[src/rtl/h_bridge_pwm_drive_sequencer_assert.svh]
// Assertion helpers for the H-bridge drive sequencer.
// Each expects clk and rst_n in scope and is checked out of reset.
`ifndef H_BRIDGE_PWM_DRIVE_SEQUENCER_ASSERT_SVH
`define H_BRIDGE_PWM_DRIVE_SEQUENCER_ASSERT_SVH

// Same-cycle implication.
`define HBS_ASSERT_NOW(label, ante, cons, msg) \
  label: assert property (@(posedge clk) disable iff (!rst_n) (ante) |-> (cons)) \
    else $error(msg);

// Next-cycle implication.
`define HBS_ASSERT_NEXT(label, ante, cons, msg) \
  label: assert property (@(posedge clk) disable iff (!rst_n) (ante) |=> (cons)) \
    else $error(msg);

`endif

[src/rtl/hbs_pkg.sv]
package hbs_pkg;

  // command codes
  localparam logic [1:0] ACT_DRIVE_ALL = 2'd0;
  localparam logic [1:0] ACT_DRIVE_ONE = 2'd1;
  localparam logic [1:0] ACT_BRAKE_ALL = 2'd2;
  localparam logic [1:0] ACT_COAST_ALL = 2'd3;

  // stored channel direction
  localparam logic [1:0] DIR_STOP = 2'd0;
  localparam logic [1:0] DIR_FWD  = 2'd1;
  localparam logic [1:0] DIR_REV  = 2'd2;

  // register indexes
  localparam logic CFG_PERIOD    = 1'b0;
  localparam logic CFG_SIGN_MASK = 1'b1;

  localparam int PERIOD_W = 17;
  localparam logic [PERIOD_W-1:0] PERIOD_MAX   = 17'd65536;
  localparam logic [PERIOD_W-1:0] PERIOD_MIN   = 17'd1;
  localparam logic [PERIOD_W-1:0] PERIOD_RESET = 17'd1000;

  typedef struct packed {
    logic [1:0]          action;
    logic signed [15:0]  front_left_speed;
    logic signed [15:0]  front_right_speed;
    logic signed [15:0]  rear_left_speed;
    logic signed [15:0]  rear_right_speed;
    logic [1:0]          motor_index;
    logic signed [15:0]  single_speed;
  } in_item_t;

  typedef struct packed {
    logic [1:0]          channel;
    logic                in1_level;
    logic                in2_level;
    logic [PERIOD_W-1:0] compare_value;
    logic                commit_update;
    logic                hold_period;
    logic                last;
  } out_item_t;

  // one channel update before compare scaling
  typedef struct packed {
    logic [1:0] channel;
    logic       in1_level;
    logic       in2_level;
    logic       commit_update;
    logic       hold_period;
    logic       last;
  } desc_t;

  // bridge pins {in1, in2} for a drive direction; stopped means brake
  function automatic logic [1:0] pins_of(input logic [1:0] dir);
    logic [1:0] pins;
    case (dir)
      DIR_FWD: pins = 2'b01;
      DIR_REV: pins = 2'b10;
      default: pins = 2'b11;
    endcase
    return pins;
  endfunction

endpackage

[src/rtl/hbs_planner.sv]
`include "h_bridge_pwm_drive_sequencer_assert.svh"

module hbs_planner #(
  parameter int MAX_COMMAND = 1000
) (
  input  logic                               clk,
  input  logic                               rst_n,
  input  logic                               in_valid,
  output logic                               in_ready,
  input  hbs_pkg::in_item_t                  in_data,
  input  logic [3:0]                         sign_invert_mask,
  input  logic                               adv,
  output logic                               desc_vld_r,
  output hbs_pkg::desc_t                     desc_r,
  output logic [$clog2(MAX_COMMAND+1)-1:0]   desc_mag_r
);

  localparam int MAG_W = $clog2(MAX_COMMAND + 1);
  localparam logic [MAG_W-1:0] MAG_MAX   = MAG_W'(MAX_COMMAND);
  localparam logic [16:0]      MAG_MAX_W = 17'(MAX_COMMAND);

  logic signed [15:0] speed [4];
  logic [1:0]         new_dir [4];
  logic [MAG_W-1:0]   new_mag [4];
  logic [1:0]         dir_r [4];
  logic [1:0]         one_dir;
  logic               change_all;
  logic               one_brake;
  logic               accept;

  // loaded command
  logic               plan_vld_r;
  logic [1:0]         plan_act_r;
  logic               plan_brake_r;
  logic [1:0]         plan_ch_r;
  logic [1:0]         plan_dir_r [4];
  logic [MAG_W-1:0]   plan_mag_r [4];
  logic [2:0]         step_r;

  logic               is_one;
  logic [2:0]         nb;
  logic [2:0]         nd;
  logic [2:0]         last_idx;
  logic               in_brake;
  logic [1:0]         j;
  logic [1:0]         idx;
  hbs_pkg::desc_t     desc_nxt;
  logic [MAG_W-1:0]   mag_nxt;

  always_comb begin
    speed[0] = in_data.front_right_speed;
    speed[1] = in_data.rear_left_speed;
    speed[2] = in_data.front_left_speed;
    speed[3] = in_data.rear_right_speed;
  end

  for (genvar i = 0; i < 4; i++) begin : gen_ch
    logic signed [15:0] sp;
    logic               inv;
    logic [16:0]        abs_v;

    assign sp    = (in_data.action == hbs_pkg::ACT_DRIVE_ONE) ? in_data.single_speed
                                                              : speed[i];
    assign inv   = (in_data.action == hbs_pkg::ACT_DRIVE_ALL) & sign_invert_mask[i];
    // -32768 gives 32768, hence 17 bits
    assign abs_v = sp[15] ? (17'd0 - {sp[15], sp}) : {1'b0, sp};
    assign new_mag[i] = (abs_v > MAG_MAX_W) ? MAG_MAX : abs_v[MAG_W-1:0];
    assign new_dir[i] = (sp == 16'sd0) ? hbs_pkg::DIR_STOP :
                        ((sp[15] ^ inv) ? hbs_pkg::DIR_REV : hbs_pkg::DIR_FWD);
  end

  // drive-one computes the same direction on every lane
  assign one_dir   = new_dir[in_data.motor_index];
  assign one_brake = (one_dir != hbs_pkg::DIR_STOP) &&
                     (dir_r[in_data.motor_index] != one_dir);

  always_comb begin
    change_all = 1'b0;
    for (int i = 0; i < 4; i++) begin
      if (new_dir[i] != dir_r[i]) change_all = 1'b1;
    end
  end

  // result count: brake group then drive group
  assign is_one = (plan_act_r == hbs_pkg::ACT_DRIVE_ONE);
  assign nb     = plan_brake_r ? (is_one ? 3'd1 : 3'd4) : 3'd0;

  always_comb begin
    case (plan_act_r)
      hbs_pkg::ACT_DRIVE_ALL: nd = 3'd4;
      hbs_pkg::ACT_DRIVE_ONE: nd = 3'd1;
      hbs_pkg::ACT_BRAKE_ALL: nd = 3'd0;
      default:                nd = 3'd4;
    endcase
  end

  assign last_idx = nb + nd - 3'd1;
  assign in_brake = (step_r < nb);
  assign j        = 2'(step_r - nb);
  assign idx      = is_one ? plan_ch_r : j;

  always_comb begin
    desc_nxt = '0;
    mag_nxt  = '0;
    if (in_brake) begin
      desc_nxt.channel       = is_one ? plan_ch_r : step_r[1:0];
      desc_nxt.in1_level     = 1'b1;
      desc_nxt.in2_level     = 1'b1;
      desc_nxt.commit_update = is_one | (step_r[1:0] == 2'd3);
      desc_nxt.hold_period   = is_one |
                               ((step_r[1:0] == 2'd3) && (plan_act_r == hbs_pkg::ACT_DRIVE_ALL));
      desc_nxt.last          = (plan_act_r == hbs_pkg::ACT_BRAKE_ALL) && (step_r[1:0] == 2'd3);
    end else begin
      desc_nxt.channel = idx;
      case (plan_act_r)
        hbs_pkg::ACT_DRIVE_ALL: begin
          {desc_nxt.in1_level, desc_nxt.in2_level} = hbs_pkg::pins_of(plan_dir_r[idx]);
          mag_nxt                = plan_mag_r[idx];
          desc_nxt.commit_update = (j == 2'd3);
          desc_nxt.last          = (j == 2'd3);
        end
        hbs_pkg::ACT_DRIVE_ONE: begin
          {desc_nxt.in1_level, desc_nxt.in2_level} = hbs_pkg::pins_of(plan_dir_r[idx]);
          mag_nxt       = plan_mag_r[idx];
          desc_nxt.last = 1'b1;
        end
        hbs_pkg::ACT_COAST_ALL: begin
          // full-scale magnitude scales to exactly the period
          mag_nxt       = MAG_MAX;
          desc_nxt.last = (j == 2'd3);
        end
        default: begin
          desc_nxt.in1_level = 1'b1;
          desc_nxt.in2_level = 1'b1;
        end
      endcase
    end
  end

  assign in_ready = !plan_vld_r || (adv && (step_r == last_idx));
  assign accept   = in_valid && in_ready;

  always_ff @(posedge clk) begin
    if (!rst_n) begin
      for (int i = 0; i < 4; i++) dir_r[i] <= hbs_pkg::DIR_STOP;
    end else if (accept) begin
      case (in_data.action)
        hbs_pkg::ACT_DRIVE_ALL: begin
          for (int i = 0; i < 4; i++) dir_r[i] <= new_dir[i];
        end
        hbs_pkg::ACT_DRIVE_ONE: begin
          dir_r[in_data.motor_index] <= one_dir;
        end
        default: begin
          for (int i = 0; i < 4; i++) dir_r[i] <= hbs_pkg::DIR_STOP;
        end
      endcase
    end
  end

  always_ff @(posedge clk) begin
    if (!rst_n) begin
      plan_vld_r <= 1'b0;
      step_r     <= 3'd0;
    end else if (accept) begin
      plan_vld_r <= 1'b1;
      step_r     <= 3'd0;
    end else if (plan_vld_r && adv) begin
      if (step_r == last_idx) begin
        plan_vld_r <= 1'b0;
      end else begin
        step_r <= step_r + 3'd1;
      end
    end
  end

  always_ff @(posedge clk) begin
    if (accept) begin
      plan_act_r <= in_data.action;
      plan_ch_r  <= in_data.motor_index;
      case (in_data.action)
        hbs_pkg::ACT_DRIVE_ALL: plan_brake_r <= change_all;
        hbs_pkg::ACT_DRIVE_ONE: plan_brake_r <= one_brake;
        default:                plan_brake_r <= 1'b1;
      endcase
      for (int i = 0; i < 4; i++) begin
        plan_dir_r[i] <= new_dir[i];
        plan_mag_r[i] <= new_mag[i];
      end
    end
  end

  always_ff @(posedge clk) begin
    if (!rst_n) begin
      desc_vld_r <= 1'b0;
    end else if (adv) begin
      desc_vld_r <= plan_vld_r;
    end
  end

  always_ff @(posedge clk) begin
    if (adv) begin
      desc_r     <= desc_nxt;
      desc_mag_r <= mag_nxt;
    end
  end

  `HBS_ASSERT_NOW(a_step_in_range, plan_vld_r, step_r <= last_idx, "step past end of command")
  `HBS_ASSERT_NEXT(a_last_marked, plan_vld_r && adv && (step_r == last_idx),
                   desc_vld_r && desc_r.last, "final update of command not marked last")

endmodule

[src/rtl/hbs_scale.sv]
`include "h_bridge_pwm_drive_sequencer_assert.svh"

module hbs_scale #(
  parameter int MAX_COMMAND = 1000
) (
  input  logic                               clk,
  input  logic                               rst_n,
  input  logic                               adv,
  input  logic                               desc_vld,
  input  hbs_pkg::desc_t                     desc,
  input  logic [$clog2(MAX_COMMAND+1)-1:0]   desc_mag,
  input  logic [hbs_pkg::PERIOD_W-1:0]       period_cnt,
  output logic                               out_valid_r,
  output hbs_pkg::out_item_t                 out_data_r
);

  localparam int PW    = hbs_pkg::PERIOD_W;
  localparam int MAG_W = $clog2(MAX_COMMAND + 1);
  localparam int X_W   = MAG_W + PW;
  // MAX_COMMAND >= 2**(MAG_W-1), so the reciprocal needs PW+2 bits
  localparam int K_W   = PW + 2;
  localparam logic [K_W-1:0] RECIP = K_W'((64'd1 << X_W) / MAX_COMMAND);
  localparam logic [X_W-1:0] MAX_X = X_W'(MAX_COMMAND);
  localparam logic [X_W:0]   TWO_M = (X_W + 1)'(2 * MAX_COMMAND);

  // stage 2: magnitude times period
  logic               v2_r;
  hbs_pkg::desc_t     d2_r;
  logic [X_W-1:0]     x2_r;
  // stage 3: quotient estimate, low by at most one
  logic               v3_r;
  hbs_pkg::desc_t     d3_r;
  logic [X_W-1:0]     x3_r;
  logic [PW-1:0]      q3_r;
  logic [X_W+K_W-1:0] prod3;
  // output: remainder check
  logic [X_W-1:0]     qm;
  logic [X_W-1:0]     rem;
  logic [PW-1:0]      q_fix;

  assign prod3 = {{K_W{1'b0}}, x2_r} * {{X_W{1'b0}}, RECIP};
  assign qm    = {{MAG_W{1'b0}}, q3_r} * MAX_X;
  assign rem   = x3_r - qm;
  assign q_fix = (rem >= MAX_X) ? (q3_r + 17'd1) : q3_r;

  always_ff @(posedge clk) begin
    if (!rst_n) begin
      v2_r        <= 1'b0;
      v3_r        <= 1'b0;
      out_valid_r <= 1'b0;
    end else if (adv) begin
      v2_r        <= desc_vld;
      v3_r        <= v2_r;
      out_valid_r <= v3_r;
    end
  end

  always_ff @(posedge clk) begin
    if (adv) begin
      d2_r <= desc;
      x2_r <= {{PW{1'b0}}, desc_mag} * {{MAG_W{1'b0}}, period_cnt};
      d3_r <= d2_r;
      x3_r <= x2_r;
      q3_r <= prod3[X_W +: PW];
      out_data_r.channel       <= d3_r.channel;
      out_data_r.in1_level     <= d3_r.in1_level;
      out_data_r.in2_level     <= d3_r.in2_level;
      out_data_r.compare_value <= q_fix;
      out_data_r.commit_update <= d3_r.commit_update;
      out_data_r.hold_period   <= d3_r.hold_period;
      out_data_r.last          <= d3_r.last;
    end
  end

  `HBS_ASSERT_NOW(a_rem_bounded, v3_r, rem < TWO_M, "quotient estimate off by more than one")
  `HBS_ASSERT_NOW(a_brake_zero, out_valid_r && out_data_r.in1_level && out_data_r.in2_level,
                  out_data_r.compare_value == 17'd0, "brake update with nonzero compare")
  `HBS_ASSERT_NEXT(a_stage_moves, v3_r && adv, out_valid_r, "update lost at output stage")

endmodule

[src/rtl/h_bridge_pwm_drive_sequencer.sv]
// Four-channel H-bridge drive sequencer.
// in_*  : one command per transfer (drive all, drive one, brake all, coast all).
// out_* : one channel update per transfer: pins, compare count, commit/hold
//         flags and a last marker on the final update of each command.
// cfg_* : register writes (0 PWM period, 1 sign_invert_mask), always ready;
//         write only while no command is in flight.
// A command turns into 1 to 8 updates (8 for coast all or for drive all with
// a direction change), issued one per cycle while the receiver keeps up. The
// next command is taken in the cycle its predecessor issues its last update.
// On its way out, the first update of a command passes the planner's command
// and update registers, then three compare stages (multiply by period,
// reciprocal multiply for the divide by MAX_COMMAND, remainder correction
// into the output register).
// A stalled receiver freezes the whole pipeline and, through it, in_ready;
// nothing is dropped. Synchronous reset stops every channel, empties the
// pipeline and restores a PWM period of 1000 and sign_invert_mask 0.
module h_bridge_pwm_drive_sequencer #(
  parameter int MAX_COMMAND = 1000
) (
  input  logic                          clk,
  input  logic                          rst_n,
  input  logic                          in_valid,
  output logic                          in_ready,
  input  hbs_pkg::in_item_t             in_data,
  output logic                          out_valid,
  input  logic                          out_ready,
  output hbs_pkg::out_item_t            out_data,
  input  logic                          cfg_valid,
  output logic                          cfg_ready,
  input  logic                          cfg_index,
  input  logic [hbs_pkg::PERIOD_W-1:0]  cfg_data
);

  localparam int MAG_W = $clog2(MAX_COMMAND + 1);

  logic [hbs_pkg::PERIOD_W-1:0] period_cnt_r;
  logic [hbs_pkg::PERIOD_W-1:0] period_cnt_nxt;
  logic [3:0]                   sign_invert_mask_r;
  logic                         adv;
  logic                         desc_vld;
  hbs_pkg::desc_t               desc;
  logic [MAG_W-1:0]             desc_mag;

  // pipeline moves whenever the output register is empty or being taken
  assign adv       = !out_valid || out_ready;
  assign cfg_ready = 1'b1;

  // out-of-range periods are clipped to 1..65536
  always_comb begin
    if (cfg_data == '0) begin
      period_cnt_nxt = hbs_pkg::PERIOD_MIN;
    end else if (cfg_data > hbs_pkg::PERIOD_MAX) begin
      period_cnt_nxt = hbs_pkg::PERIOD_MAX;
    end else begin
      period_cnt_nxt = cfg_data;
    end
  end

  always_ff @(posedge clk) begin
    if (!rst_n) begin
      period_cnt_r       <= hbs_pkg::PERIOD_RESET;
      sign_invert_mask_r <= 4'd0;
    end else if (cfg_valid && cfg_ready) begin
      case (cfg_index)
        hbs_pkg::CFG_PERIOD:    period_cnt_r       <= period_cnt_nxt;
        hbs_pkg::CFG_SIGN_MASK: sign_invert_mask_r <= cfg_data[3:0];
        default: ;
      endcase
    end
  end

  // command register, direction state and update sequencing
  hbs_planner #(
    .MAX_COMMAND (MAX_COMMAND)
  ) u_planner (
    .clk              (clk),
    .rst_n            (rst_n),
    .in_valid         (in_valid),
    .in_ready         (in_ready),
    .in_data          (in_data),
    .sign_invert_mask (sign_invert_mask_r),
    .adv              (adv),
    .desc_vld_r       (desc_vld),
    .desc_r           (desc),
    .desc_mag_r       (desc_mag)
  );

  // compare = magnitude * period / MAX_COMMAND, rounded down
  hbs_scale #(
    .MAX_COMMAND (MAX_COMMAND)
  ) u_scale (
    .clk         (clk),
    .rst_n       (rst_n),
    .adv         (adv),
    .desc_vld    (desc_vld),
    .desc        (desc),
    .desc_mag    (desc_mag),
    .period_cnt  (period_cnt_r),
    .out_valid_r (out_valid),
    .out_data_r  (out_data)
  );

endmodule

[config.mk]
export PLATFORM = sky130hd
export DESIGN_NAME = h_bridge_pwm_drive_sequencer
export DESIGN_NICKNAME = d
export VERILOG_FILES = /design/src/rtl/hbs_pkg.sv /design/src/rtl/hbs_planner.sv /design/src/rtl/hbs_scale.sv /design/src/rtl/h_bridge_pwm_drive_sequencer.sv
export VERILOG_INCLUDE_DIRS = /design/src /design/src/rtl
export SDC_FILE = /design/constraint.sdc
export NUM_CORES = 1
export LEC_CHECK = 0
export BUFFER_PORTS_ARGS = -buffer_cell sky130_fd_sc_hd__buf_4
export CAP_MARGIN = 20
export CORE_UTILIZATION = 45
export CTS_BUF_LIST = sky130_fd_sc_hd__clkbuf_16
export DETAILED_ROUTE_END_ITERATION = 7
export SLEW_MARGIN = 30
export SYNTH_ARGS = -nofsm -noshare
export SYNTH_HDL_FRONTEND = slang
export SYNTH_SLANG_ARGS = --single-unit
[constraint.sdc]
create_clock -name clk -period 17.9 [get_ports clk]
set_input_delay 3.58 -clock clk [delete_from_list [all_inputs] [get_ports clk]]
set_output_delay 3.58 -clock clk [all_outputs]
set_load 0.01 [all_outputs]
---- Word level (Yosys, flattened, before mapping) ----
Memory sizes are Yosys's and may differ from the RTL's.
Index checks and enable logic that the tools add are counted.
W data, S select, Z words.
storage, ports and cells
  bits of input ports ..................... 107
  word-level logic and storage cells ...... 201
  memories ................................ 3
  memory bits (writable) .................. 56
  register bits ........................... 160
memories
  name                  depth  bits a word  rd ports  clocked after Yosys merged registers in  wr ports  line               RTL
  u_planner.plan_mag_r  4      10           1         0                                        4         hbs_planner.sv:37  logic [MAG_W-1:0] plan_mag_r [4];
  u_planner.dir_r       4      2            5         0                                        4         hbs_planner.sv:25  logic [1:0] dir_r [4];
  u_planner.plan_dir_r  4      2            1         0                                        4         hbs_planner.sv:36  logic [1:0] plan_dir_r [4];
operators by class
  multipliers ............................. 3
  bitwise gates (word level) .............. 22
  equal/unequal tests ..................... 14
  $lt $le $gt $ge ......................... 8
  add/subtract/negate cells ............... 10
  reduce and logical (&&, ||, !) cells .... 29
  muxes and demuxes ....................... 72
operators by type and width
  cell                      count
  $mux W17                  7
  $gt A17 B10 Y1 const B    4
  $sub A1 B16 Y17 const A   4
  $logic_not A16 Y1         4
  $mux W16                  4
  $mul A27 B18 Y44 const B  1
  $mux W2                   22
  $mux W10                  4
  $ge A27 B10 Y1 const B    1
  $mul A10 B17 Y27          1
  $sub A27 B27 Y27          1
  $mux W1                   25
  $mul A17 B7 Y24 const B   1
  $pmux W10 S2              1
  $add A17 B1 Y17 const B   1
  $gt A17 B17 Y1 const B    1
  $logic_not A17 Y1         1
  $eq A2 B2 Y1 const B      5
  $ne A2 B2 Y1              5
  $or A1 B1 Y1              10
  $reduce_or A2 Y1          5
  $pmux W2 S2               2
  $reduce_and A2 Y1         4
  $eq A2 B1 Y1 const B      3
  21 further kinds          41

---- Logic depth before layout (Yosys ltp) ----
  depth after elaboration ................. 15
  depth in mapped cells ................... 31
  mapped depth without buffers ............ 29

---- Cells and area by module ----
Synthesis repeated with hierarchy kept, for this count alone.
second synthesis, totals
  cell total of the unflattened synthesis .. 2581
  area total of the unflattened synthesis .. 25408.1 um^2
modules (own cells, without submodules)
  module                        cells each  times used  area an instance (um^2)
  hbs_scale                     1805        1           18267.5
  hbs_planner                   683         1           6306.0
  h_bridge_pwm_drive_sequencer  93          1           834.6

---- Least setup slack after synthesis ----
No wires, ideal clock.
  path kind ............................... input port to output port
  start point ............................. in out_ready
  end point ............................... out in_ready
  arrival time ............................ 6464 ps
  path slack .............................. 7856 ps
  required time ........................... 14320 ps
  path buffers ............................ 0
  stages on the path ...................... 4
  cell sequence ........................... nor2b_1 inv_1 nand2_1 nand2_1
between the ends
  cells in the longest elaborated chain, start to end .. 3
ends and longest elaborated chain
  element              line                                RTL
  start, declared      h_bridge_pwm_drive_sequencer.sv:26  input logic out_ready,
  $logic_or A1 B1 Y1   h_bridge_pwm_drive_sequencer.sv:45  assign adv = !out_valid || out_ready;
  $logic_and A1 B1 Y1  hbs_planner.sv:140                  assign in_ready = !plan_vld_r || (adv && (step_r == last_idx));
  $logic_or A1 B1 Y1   hbs_planner.sv:140
  end, declared        h_bridge_pwm_drive_sequencer.sv:23  output logic in_ready,
No other way between the ends.

---- Worst setup path in the final report ----
Ends and elaborated chain as after synthesis.

==> results by group <==
Drt
  • WL per Instance: 17.81 um
  • ANT nets after route: 0
  • Iter 0 DRT Violations: 875
  • Mean number of vias per cell: 5.438
  • DR vias: 17.87k
  • Drt total wl: 58,510 um
  • DRC: 0
  • DRT Pass-1 Iters: 5

Synth
  • Mean Syn Cell Area: 10.03 sq um
  • Ys Warns: 0
  • Xor-xnor portion of the synthesized cell area: 0.04729
  • Main synth FF type: edfxtp_1
  • Post-synthesis mux area share: 0.02243
  • Largest family of logic cells by synthesized area: adder cells
  • Asr flop ratio synth: 0
  • Syn Nets: 3,185
  • Synth cell types: 79
  • EDFF count, synth: 184
  • Yosys reg bits: 213
  • Compound-cell area share of the yosys netlist: 0.1019
  • Seq/Total Area, Yosys: 0.2460
  • Synth Area in Simple Gates: 0.1341
  • Post-synthesis cell count: 2,474
  • Synth Cell Area: 0.02482 sq mm
  • Adder-cell share of the synthesized area: 0.3825

Timing
  • RSZ-0062 raised after global routing: no
  • Fin. Hold Viols: 0
  • Minimum clock period: 8.672 ns
  • Finish-stage setup viols: 0
  • Actual slew at the worst max-slew pin: 0.8992 ns
  • Relative slew slack: 0.3927
  • Setup TNS: 0 ns
  • Max-slew violation count: 0
  • Min setup slack post-route: 9.228 ns
  • Post-Route Skew: 0.01933 ns
  • Max Freq: 115.3 MHz
  • Final critical-path share of the clock period: 0.4845

Clocking
  • Hold-fix buffers, CTS: 0
  • Num CTS Buffers: 26
  • Total setup buffers inserted after CTS: 0
  • CTS resizes: 0
  • CTS tree: built
  • CTS max path bufs: 3
  • Worst-Skew Late Latency: 0.56 ns
  • Clock root cell: clkbuf_16
  • Clock transition at the registers of the reported paths: 0.06 ns
  • Number of clock sinks: 213
  • H-tree levels: 1

Critical path
  • Crit-path max FO: 58
  • Crit path kind: primary input to primary output
  • CP max-delay cell: nor2b_1
  • Crit path DAT: 5.09 ns
  • Largest stage delay, worst path: 0.50 ns
  • WP depth: 6
  • Worst Path Buf+Inv: 3
  • Crit. End Element: primary output
  • Startpoint types: primary input
  • R2R cell count: 28
  • Worst path cell trace: buf_4, nor2b_1, inv_4, nand2_1, nand2_1, buf_4
  • Critical path's top delay family: simple AND/OR/NAND/NOR gates
  • Worst Path Required: 14.32 ns

Floorplanning
  • Die area: 0.05610 sq mm
  • I/O pin count: 134
  • Die Width: 236.9 um
  • # rows: 85
  • Core area: 0.05413 sq mm
  • Initial Utilization: 0.4585
  • Die height: 236.9 um

Global routing
  • Antenna violations before repair: 0
  • Number of global-route vias before repair: 19.16k
  • GR Util All Layers: 0.2160
  • First-pass GRT wire length: 97,680 um
  • Remaining global-route overflow: 0
  • Largest net degree at the start of global routing: 71

Run
  • Max_cap viols: 0

Layout
  • Final #Nets: 3,281
  • Ant diodes: 0
  • Share of layout cells above drive strength 1: 0.08803
  • Area growth from synthesis to layout: 10.30%
  • Post-layout util: 0.5057

Place
  • Pre-CTS WS: 9.200 ns
  • IO buf count: 132
  • Final HPWL DP: 46,740 um
  • Routability cong.: 0.9245

Worst hold path
  • HP Class: register to register
  • Hold Path Depth: 0

Run status
  • Outcome: finished, final reports clean
[worst paths after layout]
path                                       from                    end  slack [ns]
worst max-delay path                  out_ready               in_ready        9.23
worst min-delay path            u_scale.d3_r[2]  u_scale.out_data_r[2]        0.42
worst max register to register  u_scale.q3_r[0]  u_scale.out_data_r[4]        9.53
worst min register to register  u_scale.d3_r[2]  u_scale.out_data_r[2]        0.42
[cells in the mapped netlist, types with 5 or more instances]
cell type,count,area share
a21o_1,37,0.011
buf_2,7,0.0014
and2_1,97,0.024
nand4_1,19,0.0048
buf_1,5,0.00076
o21a_1,26,0.0079
edfxtp_1,184,0.22
or3_1,15,0.0038
dfxtp_1,29,0.023
inv_1,356,0.054
or2_2,6,0.0015
o21ai_0,59,0.012
mux4_2,16,0.015
a21oi_1,143,0.029
nand3_1,40,0.0081
ha_1,346,0.17
o211ai_1,7,0.0021
nor2b_1,27,0.0068
o21bai_1,11,0.0033
a31oi_1,13,0.0033
a22oi_1,9,0.0027
nand3b_1,6,0.0018
o31ai_1,15,0.0045
nand2b_1,36,0.0091
clkbuf_1,57,0.0086
nor2_1,104,0.016
nor3_1,55,0.011
nor4_1,8,0.0020
xnor2_1,84,0.030
xor2_1,50,0.018
a21boi_0,10,0.0030
nand2_1,212,0.032
nor3b_1,8,0.0024
and3_1,12,0.0030
fa_1,258,0.21
mux2i_1,14,0.0056
a211oi_1,16,0.0048
[kinds of logic (layout without fill, tap and decap cells)]
family	after synthesis	count (layout)
simple gates	663	663
fa+ha+maj	604	604
buf+inv	428	544
compound gates	396	396
flops	213	213
xor+xnor	134	134
mux	35	35
other cells	1	1
[cell type report]
| cell class | count | area, sq um |
|---|---|---|
| Clock buffer | 28 | 700.7 |
| Clock inverter | 20 | 188.9 |
| Fill cell | 4911 | 26760 |
| Tap cell | 696 | 870.8 |
| Timing Repair Buffer | 140 | 1055 |
| Sequential cell | 213 | 6106 |
| Multi-Input combinational cell | 1833 | 17110 |
| Inverter | 356 | 1341 |
[layer usage]
| layer | wire length, um | vias up | track usage |
|---|---|---|---|
| met3 | 2168 | 91 | 0.02203 |
| li1 | - | 8613 | - |
| met2 | 28470 | 369 | 0.3785 |
| met4 | 1724 | 0 | 0.06966 |
| met1 | 26150 | 8795 | 0.2794 |
| met5 | 0 | - | 0 |
[stage by stage]
step                instance area [sq um]  hold slack, ns  std cells
finish                              27380          0.4169       3286
global route                        27380          0.4277       3286
CTS                                 27370          0.4213       3286
detailed placement                  26480          0.4054       3238
global placement                    26450          0.4034       3237
floorplan                           24820          0.4003       2474
[worst register-to-register path: cells and delay by family (launching register included)]
family                     cells  cell delay [ns]
adders and majority gates      6             2.81
DFF                            1             0.54
and+or+nand+nor                4             1.23
buffers and inverters          4             0.51
xor gates and xnor gates       1             0.24
muxes                          1             0.34
AOI/OAI and AO/OA             12             2.46
[placed cells by master, fill, tap and decap left out, types with 6 or more instances in the layout]
cell       instances
nor2b_1           26
nand3b_1           6
xor2_1            50
a21oi_1          140
nand4_1           19
o211ai_1           7
a21boi_0          10
inv_1            357
or3_1             15
buf_4            139
nand2b_1          35
o31ai_1           15
mux4_2            16
o21a_1            26
a21o_1            37
nand3_1           40
xnor2_1           84
o21bai_1          11
edfxtp_1         184
a22oi_1            9
mux2i_1           14
clkbuf_16         28
and3_1            12
nor3_1            55
a211oi_1          16
ha_1             346
and2_1            97
fa_1             258
nor2_1           104
nand2_1          212
or2_2              6
o21ai_0           59
nor4_1             8
a31oi_1           13
nor3b_1            8
dfxtp_1           29
[flip-flops by register name, summed over array words and instances, names as in the netlist, 2 cells and up]
signal,flops
u_planner.plan_ch_r,2
u_planner.step_r,3
u_planner.plan_act_r,2
u_scale.out_data_r,24
u_planner.plan_mag_r,40
sign_invert_mask_r,4
u_planner.plan_dir_r,8
u_scale.d3_r,7
period_cnt_r,17
u_scale.x2_r,27
u_scale.x3_r,24
u_scale.q3_r,17
u_planner.desc_mag_r,10
u_planner.dir_r,8
u_scale.d2_r,7
u_planner.desc_r,7
Power is not shown: default switching activity piles up to over one toggle a cycle in this logic, so the estimate is an artifact.
